--- src/hw/rtl/madap_pkg.sv ---
// Shared types and constants of the multichannel ADC averager and packetiser.
`timescale 1ns / 1ps

package madap_pkg;

  // Fixed field widths
  localparam int unsigned SAMPLE_W   = 16;
  localparam int unsigned CMD_W      = 16;
  localparam int unsigned LAG_W      = 3;
  localparam int unsigned AVG_CH_W   = 3;
  localparam int unsigned SLOT_W     = 4;
  localparam int unsigned DAC_W      = 24;
  localparam int unsigned CFG_DATA_W = 16;
  localparam int unsigned CFG_ADDR_W = 1;

  // Command word layout: channel field starts at bit 9
  localparam int unsigned CMD_SHIFT = 9;

  // Register reset values
  localparam logic [CMD_W-1:0] CMD_BASE_RST = 16'hA100;
  localparam logic [LAG_W-1:0] LAG_RST      = 3'd7;

  // Two's complement to offset binary
  localparam logic [SAMPLE_W-1:0] SAMPLE_FLIP = 16'h8000;

  // DAC word: bits 19 and 20 always set, DAC channel in bit 16
  localparam logic [DAC_W-1:0] DAC_FIXED  = 24'h18_0000;
  localparam int unsigned      DAC_CH_BIT = 16;

  // Configuration register indexes
  typedef enum logic [CFG_ADDR_W-1:0] {
    CFG_COMMAND_BASE = 1'b0,
    CFG_CHANNEL_LAG  = 1'b1
  } cfg_reg_e;

  // One result item
  typedef struct packed {
    logic [CMD_W-1:0]    adc_command;
    logic                avg_valid;
    logic [SAMPLE_W-1:0] avg_value;
    logic [AVG_CH_W-1:0] avg_channel;
    logic [SLOT_W-1:0]   packet_slot;
    logic                packet_bank;
    logic                packet_done;
    logic                dac_valid;
    logic [DAC_W-1:0]    dac_word;
  } result_t;

endpackage

--- src/hw/rtl/multichannel_adc_average_packetizer_unit.sv ---
// Top level: ADC command, boxcar averaging, packet slotting and DAC word generation.
`timescale 1ns / 1ps

// Usage
// Every request on the input channel (in_valid_i / in_ready_o) is one ADC
// frame: the received-sample flag, the signed sample and the DAC room flag.
// Every frame yields exactly one result on the output channel (out_valid_o /
// out_ready_i): the ADC command word, an optional averaged word with its
// packet slot and bank, and an optional 24-bit DAC word.
// Results are registered: a frame taken at one edge has its result valid after
// that edge. Throughput is one frame per cycle without stalls; the whole frame
// is worked out in a single pass from the line taps into the result register.
// The sample store is a shift line of NUM_CHANNELS * AVG_DEPTH entries; the
// averaging taps sit at fixed distances of one channel sweep.
// Reset clears the store, the counters and the result valid flag, and loads
// the command base and channel lag registers with their defaults; frames are
// taken from the first cycle after reset.
// When the receiver stalls, the result is held and one more frame is taken
// only when the output register is empty or is being emptied in that cycle.
// Configuration writes (cfg_we_i) take effect at the next edge and belong
// only to periods with no frame in flight.
module multichannel_adc_average_packetizer_unit #(
  parameter int unsigned NUM_CHANNELS = 8,
  parameter int unsigned AVG_DEPTH    = 4,
  parameter int unsigned PACKET_WORDS = 16
) (
  input  logic                                 clk_i,
  input  logic                                 rst_ni,
  // configuration
  input  logic                                 cfg_we_i,
  input  logic [madap_pkg::CFG_ADDR_W-1:0]     cfg_addr_i,
  input  logic [madap_pkg::CFG_DATA_W-1:0]     cfg_data_i,
  // frame requests
  input  logic                                 in_valid_i,
  output logic                                 in_ready_o,
  input  logic                                 rx_valid_i,
  input  logic signed [madap_pkg::SAMPLE_W-1:0] rx_sample_i,
  input  logic                                 dac_room_i,
  // results
  output logic                                 out_valid_o,
  input  logic                                 out_ready_i,
  output logic [madap_pkg::CMD_W-1:0]          adc_command_o,
  output logic                                 avg_valid_o,
  output logic [madap_pkg::SAMPLE_W-1:0]       avg_value_o,
  output logic [madap_pkg::AVG_CH_W-1:0]       avg_channel_o,
  output logic [madap_pkg::SLOT_W-1:0]         packet_slot_o,
  output logic                                 packet_bank_o,
  output logic                                 packet_done_o,
  output logic                                 dac_valid_o,
  output logic [madap_pkg::DAC_W-1:0]          dac_word_o
);

  localparam int unsigned SW        = madap_pkg::SAMPLE_W;
  localparam int unsigned CH_W      = (NUM_CHANNELS > 1) ? $clog2(NUM_CHANNELS) : 1;
  localparam int unsigned RD_W      = (AVG_DEPTH > 1) ? $clog2(AVG_DEPTH) : 1;
  localparam int unsigned SLOT_CW   = (PACKET_WORDS > 1) ? $clog2(PACKET_WORDS) : 1;
  localparam int unsigned TOTAL     = NUM_CHANNELS * AVG_DEPTH;
  localparam int unsigned TAP_W     = $clog2(TOTAL);
  localparam int unsigned LAG_STEPS = (NUM_CHANNELS + 6) / NUM_CHANNELS;
  localparam int unsigned LAGSUM_W  = CH_W + 2;
  // average: floor(sum / AVG_DEPTH) via a rounded-up reciprocal
  localparam int unsigned SUM_W     = SW + $clog2(AVG_DEPTH);
  localparam int unsigned DIV_SH    = SUM_W + $clog2(AVG_DEPTH);
  localparam int unsigned RECIP_W   = SUM_W + 1;
  localparam int unsigned PROD_W    = SUM_W + RECIP_W;
  localparam logic [RECIP_W-1:0] RECIP =
    RECIP_W'(((64'd1 << DIV_SH) + 64'(AVG_DEPTH) - 64'd1) / 64'(AVG_DEPTH));

  // configuration registers
  logic [madap_pkg::CMD_W-1:0] cmd_base_q;
  logic [madap_pkg::LAG_W-1:0] lag_q;

  // frame state
  logic [CH_W-1:0]    ch_q, ch_d;
  logic [RD_W-1:0]    rd_q, rd_d;
  logic [SLOT_CW-1:0] slot_q, slot_d;
  logic               bank_q, bank_d;
  logic               dac_ch_q, dac_ch_d;

  // sample line, newest at tap 0
  logic [SW-1:0] line_q [TOTAL];
  logic [SW-1:0] line_d [TOTAL];

  // result register
  logic                 out_valid_q;
  madap_pkg::result_t   res_q, res_d;

  logic                 accept;
  logic                 store_en;
  logic [SW-1:0]        new_sample;
  logic [LAGSUM_W-1:0]  lag_sum;
  logic [SUM_W-1:0]     avg_sum;
  logic [PROD_W-1:0]    avg_prod;
  logic [TAP_W:0]       dac_dist;
  logic [SW-1:0]        dac_sample;

  // Take a frame when the result register is free or being drained
  assign in_ready_o = !out_valid_q || out_ready_i;
  assign accept     = in_valid_i && in_ready_o;
  assign store_en   = accept && rx_valid_i;
  assign new_sample = rx_sample_i ^ madap_pkg::SAMPLE_FLIP;

  // Write configuration registers
  always_ff @(posedge clk_i or negedge rst_ni) begin
    if (!rst_ni) begin
      cmd_base_q <= madap_pkg::CMD_BASE_RST;
      lag_q      <= madap_pkg::LAG_RST;
    end else if (cfg_we_i) begin
      unique case (madap_pkg::cfg_reg_e'(cfg_addr_i))
        madap_pkg::CFG_COMMAND_BASE: cmd_base_q <= cfg_data_i;
        madap_pkg::CFG_CHANNEL_LAG:  lag_q      <= cfg_data_i[madap_pkg::LAG_W-1:0];
      endcase
    end
  end

  // Lagged channel, reduced modulo the channel count by repeated subtraction
  always_comb begin
    lag_sum = LAGSUM_W'(ch_q) + LAGSUM_W'(lag_q);
    for (int i = 0; i < LAG_STEPS; i++) begin
      if (lag_sum >= LAGSUM_W'(NUM_CHANNELS)) begin
        lag_sum = lag_sum - LAGSUM_W'(NUM_CHANNELS);
      end
    end
  end

  // Sum the new sample with the same channel's earlier rounds on the line
  always_comb begin
    avg_sum = SUM_W'(new_sample);
    for (int k = 1; k < AVG_DEPTH; k++) begin
      avg_sum = avg_sum + SUM_W'(line_q[k * NUM_CHANNELS - 1]);
    end
    avg_prod = PROD_W'(avg_sum) * PROD_W'(RECIP);
  end

  // Shift the new sample into the line
  always_comb begin
    line_d = line_q;
    if (store_en) begin
      line_d[0] = new_sample;
      for (int i = 1; i < TOTAL; i++) begin
        line_d[i] = line_q[i - 1];
      end
    end
  end

  // Advance channel, round, slot and bank
  always_comb begin
    ch_d   = ch_q;
    rd_d   = rd_q;
    slot_d = slot_q;
    bank_d = bank_q;
    if (store_en) begin
      if (rd_q[0]) begin
        if (slot_q == SLOT_CW'(PACKET_WORDS - 1)) begin
          slot_d = '0;
          bank_d = !bank_q;
        end else begin
          slot_d = slot_q + SLOT_CW'(1);
        end
      end
      if (ch_q == CH_W'(NUM_CHANNELS - 1)) begin
        ch_d = '0;
        rd_d = (rd_q == RD_W'(AVG_DEPTH - 1)) ? '0 : rd_q + RD_W'(1);
      end else begin
        ch_d = ch_q + CH_W'(1);
      end
    end
  end

  // Locate the DAC channel's sample of the current round on the updated line
  always_comb begin
    dac_dist = (TAP_W + 1)'(ch_d) + (TAP_W + 1)'(TOTAL - 1) - (TAP_W + 1)'(dac_ch_q);
    if (dac_dist >= (TAP_W + 1)'(TOTAL)) begin
      dac_dist = dac_dist - (TAP_W + 1)'(TOTAL);
    end
    dac_sample = line_d[dac_dist[TAP_W-1:0]];
  end

  // Alternate the DAC channel on every accepted frame whose DAC has room
  assign dac_ch_d = (accept && dac_room_i) ? !dac_ch_q : dac_ch_q;

  // Assemble the result
  always_comb begin
    res_d = '0;
    res_d.adc_command = cmd_base_q
                      + (madap_pkg::CMD_W'(lag_sum) << madap_pkg::CMD_SHIFT);
    if (rx_valid_i && rd_q[0]) begin
      res_d.avg_valid   = 1'b1;
      res_d.avg_value   = avg_prod[DIV_SH +: SW];
      res_d.avg_channel = madap_pkg::AVG_CH_W'(ch_q);
      res_d.packet_slot = madap_pkg::SLOT_W'(slot_q);
      res_d.packet_bank = bank_q;
      res_d.packet_done = (slot_q == SLOT_CW'(PACKET_WORDS - 1));
    end
    if (dac_room_i) begin
      res_d.dac_valid = 1'b1;
      res_d.dac_word  = madap_pkg::DAC_FIXED
                      | (madap_pkg::DAC_W'(dac_ch_q) << madap_pkg::DAC_CH_BIT)
                      | madap_pkg::DAC_W'(dac_sample);
    end
  end

  // Hold frame state and the sample line
  always_ff @(posedge clk_i or negedge rst_ni) begin
    if (!rst_ni) begin
      ch_q     <= '0;
      rd_q     <= '0;
      slot_q   <= '0;
      bank_q   <= 1'b0;
      dac_ch_q <= 1'b0;
      for (int i = 0; i < TOTAL; i++) begin
        line_q[i] <= '0;
      end
    end else begin
      ch_q     <= ch_d;
      rd_q     <= rd_d;
      slot_q   <= slot_d;
      bank_q   <= bank_d;
      dac_ch_q <= dac_ch_d;
      line_q   <= line_d;
    end
  end

  // Result valid flag
  always_ff @(posedge clk_i or negedge rst_ni) begin
    if (!rst_ni) begin
      out_valid_q <= 1'b0;
    end else if (in_ready_o) begin
      out_valid_q <= accept;
    end
  end

  // Result payload, held while the receiver stalls
  always_ff @(posedge clk_i) begin
    if (accept) begin
      res_q <= res_d;
    end
  end

  assign out_valid_o   = out_valid_q;
  assign adc_command_o = res_q.adc_command;
  assign avg_valid_o   = res_q.avg_valid;
  assign avg_value_o   = res_q.avg_value;
  assign avg_channel_o = res_q.avg_channel;
  assign packet_slot_o = res_q.packet_slot;
  assign packet_bank_o = res_q.packet_bank;
  assign packet_done_o = res_q.packet_done;
  assign dac_valid_o   = res_q.dac_valid;
  assign dac_word_o    = res_q.dac_word;

endmodule

--- config.mk ---
export PLATFORM = sky130hd
export DESIGN_NAME = multichannel_adc_average_packetizer_unit
export DESIGN_NICKNAME = d
export VERILOG_FILES = /design/src/hw/rtl/madap_pkg.sv /design/src/hw/rtl/multichannel_adc_average_packetizer_unit.sv
export SDC_FILE = /design/constraint.sdc
export NUM_CORES = 1
export LEC_CHECK = 0
export ABC_AREA = 1
export BUFFER_PORTS_ARGS = -buffer_cell sky130_fd_sc_hd__buf_2
export CAP_MARGIN = 20
export CELL_PAD_IN_SITES_DETAIL_PLACEMENT = 0
export CELL_PAD_IN_SITES_GLOBAL_PLACEMENT = 2
export CORE_ASPECT_RATIO = 2
export CORE_MARGIN = 5
export CORE_UTILIZATION = 41
export DETAILED_ROUTE_END_ITERATION = 8
export GPL_TIMING_DRIVEN = 0
export PLACE_DENSITY_LB_ADDON = 0.1
export RECOVER_POWER = 100
export SETUP_SLACK_MARGIN = 0.4
export SLEW_MARGIN = 5
export SYNTH_ARGS = -nofsm -noshare
export SYNTH_HDL_FRONTEND = slang
export SYNTH_SLANG_ARGS = --single-unit
export TNS_END_PERCENT = 20
--- constraint.sdc ---
create_clock -name clk_i -period 6.4 [get_ports clk_i]
set_input_delay 1.28 -clock clk_i [delete_from_list [all_inputs] [get_ports clk_i]]
set_output_delay 1.28 -clock clk_i [all_outputs]
set_load 0.05 [all_outputs]
* After elaboration in Yosys (flattened, before gate mapping)
Cells that the tools add are included. Widths: inputs -> output; s select.
Storage, ports and cells: register bits after elaboration 610, bits of input ports 40, output and inout port bits 69, word-level logic and storage cells 96
Cells by class: $add $sub $neg 12, $lt $le $gt $ge 3, eq/ne operators 3, multiplexer cells 12, bitwise operators 4, reduce and logical (&&, ||, !) cells 13
Operators by type and width (number):
- $mux 512 | 1
- $bmux 16 s5 | 1
- $mux 16 | 2
- $mux 26 | 1
- $mux 25 | 1
- $or 21x16->21 | 1
- $add 17x16->18 | 1
- $add 18x16->18 | 1
- $add 16x16->17 | 1
- $add 16x14->16 | 1
- $ge 6x6->1 const B | 2
- $mux 5 | 2
- $reduce_and 2->1 | 4
- $add 3x5->6 const B | 1
- $mux 3 | 2
- $not 5->6 | 1
- $sub 6x1->6 | 1
- $sub 4x4->5 const B | 1
- $sub 5x1->5 const B | 1
- $add 3x3->4 | 1
- $add 4x1->4 const B | 1
- $eq 4x4->1 const B | 1
- $ge 4x4->1 const B | 1
- $logic_and 1x1->1 | 4
- 10 further kinds | 13

* Logic depth before layout (Yosys ltp)
depth in word-level cells 15, mapped depth 20, depth with buffers taken out 16

* Worst setup path after synthesis
No wires, ideal clock.
path type input-to-reg, from input in_valid_i, to register res_q (netlist bit dac_word_o[10]), data pin, library setup time 0.253 ns, arrival time 3.800 ns, data required time 6.147 ns, setup slack 2.348 ns, stages 18, path buffers 5, path through buf_2 > nand3_2 > inv_2 > buf_2 > buf_2 > nand3_1 > o21ai_0 > ha_1 > inv_1 > ha_1 > ha_1 > clkbuf_1 > buf_1 > nand3_1 > nand3_1 > nand2_1 > nor2_1 > nor2_1
Between the ends: word-level cells in the longest chain between the ends 12, elaborated cells on any way between the ends 14, classes of those cells add/sub: 3; order compare: 1; mux: 6; bitwise: 2; reduce/logical: 2
RTL lines:
- start, declared | RTL line multichannel_adc_average_packetizer_unit.sv:34 | input logic in_valid_i,
- $logic_and 1x1->1 (*) | RTL line multichannel_adc_average_packetizer_unit.sv:99 | assign accept = in_valid_i && in_ready_o;
- $logic_and 1x1->1 (*) | RTL line multichannel_adc_average_packetizer_unit.sv:100 | assign store_en = accept && rx_valid_i;
- $mux 3 (*) | RTL line multichannel_adc_average_packetizer_unit.sv:152 | if (store_en) begin
- net ch_d[0] | RTL line multichannel_adc_average_packetizer_unit.sv:74 | logic [CH_W-1:0] ch_q, ch_d;
- $add 3x5->6 (*) | RTL line multichannel_adc_average_packetizer_unit.sv:172 | dac_dist = (TAP_W + 1)'(ch_d) + (TAP_W + 1)'(TOTAL - 1) - (TAP_W + 1)'(dac_ch_q);
- $sub 6x1->6 (*) | RTL line multichannel_adc_average_packetizer_unit.sv:172
- $sub 5x1->5 or $ge 6x6->1 (tied branches) | RTL line multichannel_adc_average_packetizer_unit.sv:174, multichannel_adc_average_packetizer_unit.sv:173
- $mux 5 (*) | RTL line multichannel_adc_average_packetizer_unit.sv:173 | if (dac_dist >= (TAP_W + 1)'(TOTAL)) begin
- $not 5->6 (implied by the code) (*) | RTL line multichannel_adc_average_packetizer_unit.sv:176 | dac_sample = line_d[dac_dist[TAP_W-1:0]];
- $bmux 16 s5 (*) | RTL line multichannel_adc_average_packetizer_unit.sv:176
- $mux 16 (implied by the code) (*) (2 in a row) | RTL line multichannel_adc_average_packetizer_unit.sv:176
- $or 21x16->21 (*) | RTL line multichannel_adc_average_packetizer_unit.sv:199 | | madap_pkg::DAC_W'(dac_sample);
- end signal, assigned | RTL line multichannel_adc_average_packetizer_unit.sv:236 | res_q <= res_d;
- end, declared | RTL line multichannel_adc_average_packetizer_unit.sv:86 | madap_pkg::result_t res_q, res_d;
The timed path passes the listed nets; every way through them passes the cells marked *. The select of a mux whose other input is x is not followed. A chain may end at the register's enable or synchronous reset.

* Final worst setup path
from input out_ready_i, to register res_q (netlist bit dac_word_o[7]), data pin
Between the ends: word-level cells in the longest chain between the ends 13, elaborated cells on any way between the ends 15, classes of those cells add/sub: 3; order compare: 1; mux: 6; bitwise: 2; reduce/logical: 3
RTL lines:
- start, declared | RTL line multichannel_adc_average_packetizer_unit.sv:41 | input logic out_ready_i,
- $logic_or 1x1->1 (*) | RTL line multichannel_adc_average_packetizer_unit.sv:98 | assign in_ready_o = !out_valid_q || out_ready_i;
- $logic_and 1x1->1 (*) | RTL line multichannel_adc_average_packetizer_unit.sv:99
- $logic_and 1x1->1 (*) | RTL line multichannel_adc_average_packetizer_unit.sv:100
- $mux 3 (*) | RTL line multichannel_adc_average_packetizer_unit.sv:152
- net ch_d[0] | RTL line multichannel_adc_average_packetizer_unit.sv:74
- $add 3x5->6 (*) | RTL line multichannel_adc_average_packetizer_unit.sv:172
- $sub 6x1->6 (*) | RTL line multichannel_adc_average_packetizer_unit.sv:172
- $sub 5x1->5 or $ge 6x6->1 (tied branches) | RTL line multichannel_adc_average_packetizer_unit.sv:174, multichannel_adc_average_packetizer_unit.sv:173
- $mux 5 (*) | RTL line multichannel_adc_average_packetizer_unit.sv:173
- $not 5->6 (implied by the code) (*) | RTL line multichannel_adc_average_packetizer_unit.sv:176
- $bmux 16 s5 (*) | RTL line multichannel_adc_average_packetizer_unit.sv:176
- $mux 16 (implied by the code) (*) (2 in a row) | RTL line multichannel_adc_average_packetizer_unit.sv:176
- $or 21x16->21 (*) | RTL line multichannel_adc_average_packetizer_unit.sv:199
Marked as above.

==> reports/results.ini <==
[status]
status = finished with violations
violations = max-capacitance violations, max-slew violations

[placed_design]
dpl_cell_area_um2 = 32600
gp_congestion = 0.959
portBuffers = 101
post-place-ws_ns = -0.837
hpwlAfterDp_um = 104000

[cells_and_area]
fin_nets = 4166
postLayoutCellArea_um2 = 34600
final_layout_size_suffix_gt1_share_pct = 5.96
regArea_um2 = 15400
syn2layout_area_growth_pct = 12.5
fillers = 7893
multi_input_area_um2 = 13500

[worst_setup_path]
arrival_ns = 6.70
crit_path_cell_trace = buf_2 > inv_1 > nand2_2 > nand3_2 > inv_2 > buf_2 > clkbuf_2 > o21ai_0 > ha_1 > buf_2 > inv_2 > clkbuf_2 > clkbuf_1 > nand3_1 > nand3_1 > nand3_1 > nand3_1 > nand3_1 > nand2_1 > nor2_1
crit_type = input pin to flip-flop
cpMaxStageDelayCell = o21ai_0
worst-path-max-fanout = 10
required_ns = 6.80
crit_family = buffers and inverters
cp-start-kind = input pin
crit_buf_inv = 9
path_common_cell = nand3_1
crit_path_end_kind = flip-flop
slowest_delay_ns = 0.93

[clock_network]
clk_latency_ns = 0.65
cts_tree = built
clkSinkCount = 604
numCtsBuffers = 59
cts.reportedPaths.clkPinSlew_ns = 0.07
htree_levels = 2
cts_buffer_depth = 3
root_buffer = clkbuf_16
hold_buffers = 0

[global_routing]
use_met3_pct = 3.64
met1_usage_pct = 34.0
first_global_vias = 29600
grt_first_pass_wirelength_um = 194000
gr-usage-met2_pct = 59.3
antenna_found_initial = 2
track_usage_pct = 32.7
grt_busiest_layer = met2
grt.overflow.total = 0
grt_max_degree = 105

[pwr]
ir_drop_uv = 362
p_leak_nw = 18.3
p_per_area_nw_per_um2 = 557
finalPower_w = 0.0193

[yosys]
seq_area_frac_synth_pct = 50.2
syn_inst = 3890
synth-main-ff-cell = dfrtp_1
syn_area_um2 = 30800
ys_types = 36
synth-seq-cells = 604
synth_warnings = 0
synth_edf_count = 61
synth_area_per_cell_um2 = 7.91
postSynth.asyncResetShare_pct = 89.9

[detailed_routing]
vias_per_cell = 5.66
drt_first_iter_violations = 2015
drt_pass1_iterations = 7
via_count = 28600
drc = 0
ant_nets = 0
routed_wl_um = 134000
routedWlPerCell_um = 26.4

[floorplanning]
rows = 142
coreArea_um2 = 74600
die_w_um = 204
die_y_um = 397
io-pin-count = 109
die_area_um2 = 80900
start_util_pct = 41.2

[timing]
skew_ns = 0.0259
fin_ws_ns = 0.106
hold_viol = 0
drv_slew = 227
rsz0062_at_grt = yes
setup_viol = 0
fin_crit_ns = 6.29
relSlewSlack_pct = -127
worstMarginPinSlew_ns = 3.41
period_share_pct = 98.3
clock.fmax_mhz = 159

[worst_hold_path]
hold_path_class = flip-flop to flip-flop

[run]
maxCapViolCount = 4

## power breakdown
part | switching [W] | total [W] | internal [W]
clock network | 0.00169 | 0.00403 | 0.00234
registers | 0.000425 | 0.00495 | 0.00452
logic | 0.00754 | 0.0103 | 0.00274
## state kept, by name, indices dropped and copies added, names as in the netlist, 2 cells and up
signal         count
avg_channel_o      3
rd_q               2
slot_q             4
adc_command_o     16
dac_word_o        18
ch_q               3
packet_slot_o      4
avg_value_o       16
lag_q              3
line_q           512
cmd_base_q        16
## cell usage in the layout, fill, tap and decap left out, types with 3 or more instances in the layout
master	count
clkbuf_1	246
a21oi_1	27
nand3_1	897
inv_1	155
inv_2	4
clkinv_2	15
o21ai_0	59
edfxtp_1	61
bufinv_16	13
fa_1	34
conb_1	6
mux2_2	13
clkbuf_8	7
nand4_1	193
xnor2_1	3
ha_1	28
o211ai_1	17
clkbuf_16	61
dfstp_2	5
buf_16	3
nand2_1	1442
a21o_1	5
dfrtp_1	537
o21a_1	4
buf_4	9
xor2_1	5
clkbuf_2	16
nor2_1	104
buf_2	84
clkinv_1	7
buf_1	26
## through the flow
step	instances	util (%)	TNS, ns	hold WS [ns]
finish	5051	46.4	0	0.448
global route	5050	46.4	0	0.462
CTS	5050	46.7	0	0.450
detailed placement	4939	43.7	-11.74	0.432
global placement	4932	43.5	-4470.15	0.427
floorplan	3895	-	0	0.419
## path summary, 6_finish.rpt
| check | start | to | slack (ns) | cells after the start |
|---|---|---|---|---|
| max in group asynchronous | rst_ni | line_q[414]$_DFF_PN0_ | 1.24 | 3 |
| hold reg to reg | cmd_base_q[0]$_DFFE_PN0P_ | adc_command_o[0]$_DFFE_PP_ | 0.45 | 0 |
| setup reg to reg | out_valid_o$_DFFE_PN0N_ | dac_word_o[7]$_SDFFCE_PN0P_ | 0.51 | 18 |
| setup / recovery | out_ready_i | dac_word_o[7]$_SDFFCE_PN0P_ | 0.11 | 20 |
| hold / removal | cmd_base_q[0]$_DFFE_PN0P_ | adc_command_o[0]$_DFFE_PP_ | 0.45 | 0 |
| min in group asynchronous | rst_ni | cmd_base_q[7]$_DFFE_PN0P_ | 1.78 | 1 |
## routing by layer
layer,part of all wire [%],routed length [um]
met4,9.9,13200
met3,4.1,5470
met5,0.0097,13
met2,52,69400
met1,34,45500
## final cells by class
cell class	instances	area share, %
tap	936	3.38
multi-input combinational	2854	39.1
sequential	604	44.6
antenna	1	0.00723
clock buffer	72	4.73
timing repair buffer	108	1.59
buffer	277	3.36
inverter	160	1.74
clock inverter	39	1.52
## logic make-up (layout without fill, tap and decap cells)
logic type | after synthesis | count (layout) | synth area share [%]
buf+inv | 437 | 656 | 5.92
xor+xnor | 8 | 8 | 0.228
fa+ha+maj | 62 | 62 | 3.35
mux | 13 | 13 | 0.476
other cells | 1 | 7 | 0.0122
flops | 604 | 604 | 50.2
compound gates | 121 | 121 | 2.24
simple gates | 2644 | 2644 | 37.6
## cells in the mapped netlist (28+ instances only)
library cell  number  area, um^2
nand2_1         1442        5410
nand3_1          897        4490
dfrtp_1          537       13400
nand4_1          193        1210
inv_1            155         582
clkbuf_1         121         454
buf_2            112         561
nor2_1           104         390
edfxtp_1          61        1830
o21ai_0           57         285
fa_1              34         681
buf_1             33         124
ha_1              28         350
## worst register-to-register path, cell delays in order, from the launching register on
cell      delay [ns]
dfrtp_1         0.36
nand2_2         0.23
nand3_2         0.27
inv_2           0.18
buf_2           0.26
clkbuf_2        0.27
o21ai_0         0.94
ha_1            0.38
buf_2           0.25
inv_2           0.32
clkbuf_2        0.42
clkbuf_1        0.63
nand3_1         0.15
nand3_1         0.13
nand3_1         0.11
nand3_1         0.32
nand3_1         0.18
nand2_1         0.20
nor2_1          0.08
## repair_timing
action | 4_1_cts | 5_1_grt
gates resized for setup | 16 | 1
setup buffers | 0 | 0
cloned | 0 | 0
setup endpoints to repair | 16 | 9
(Power assumes the default switching activity.)
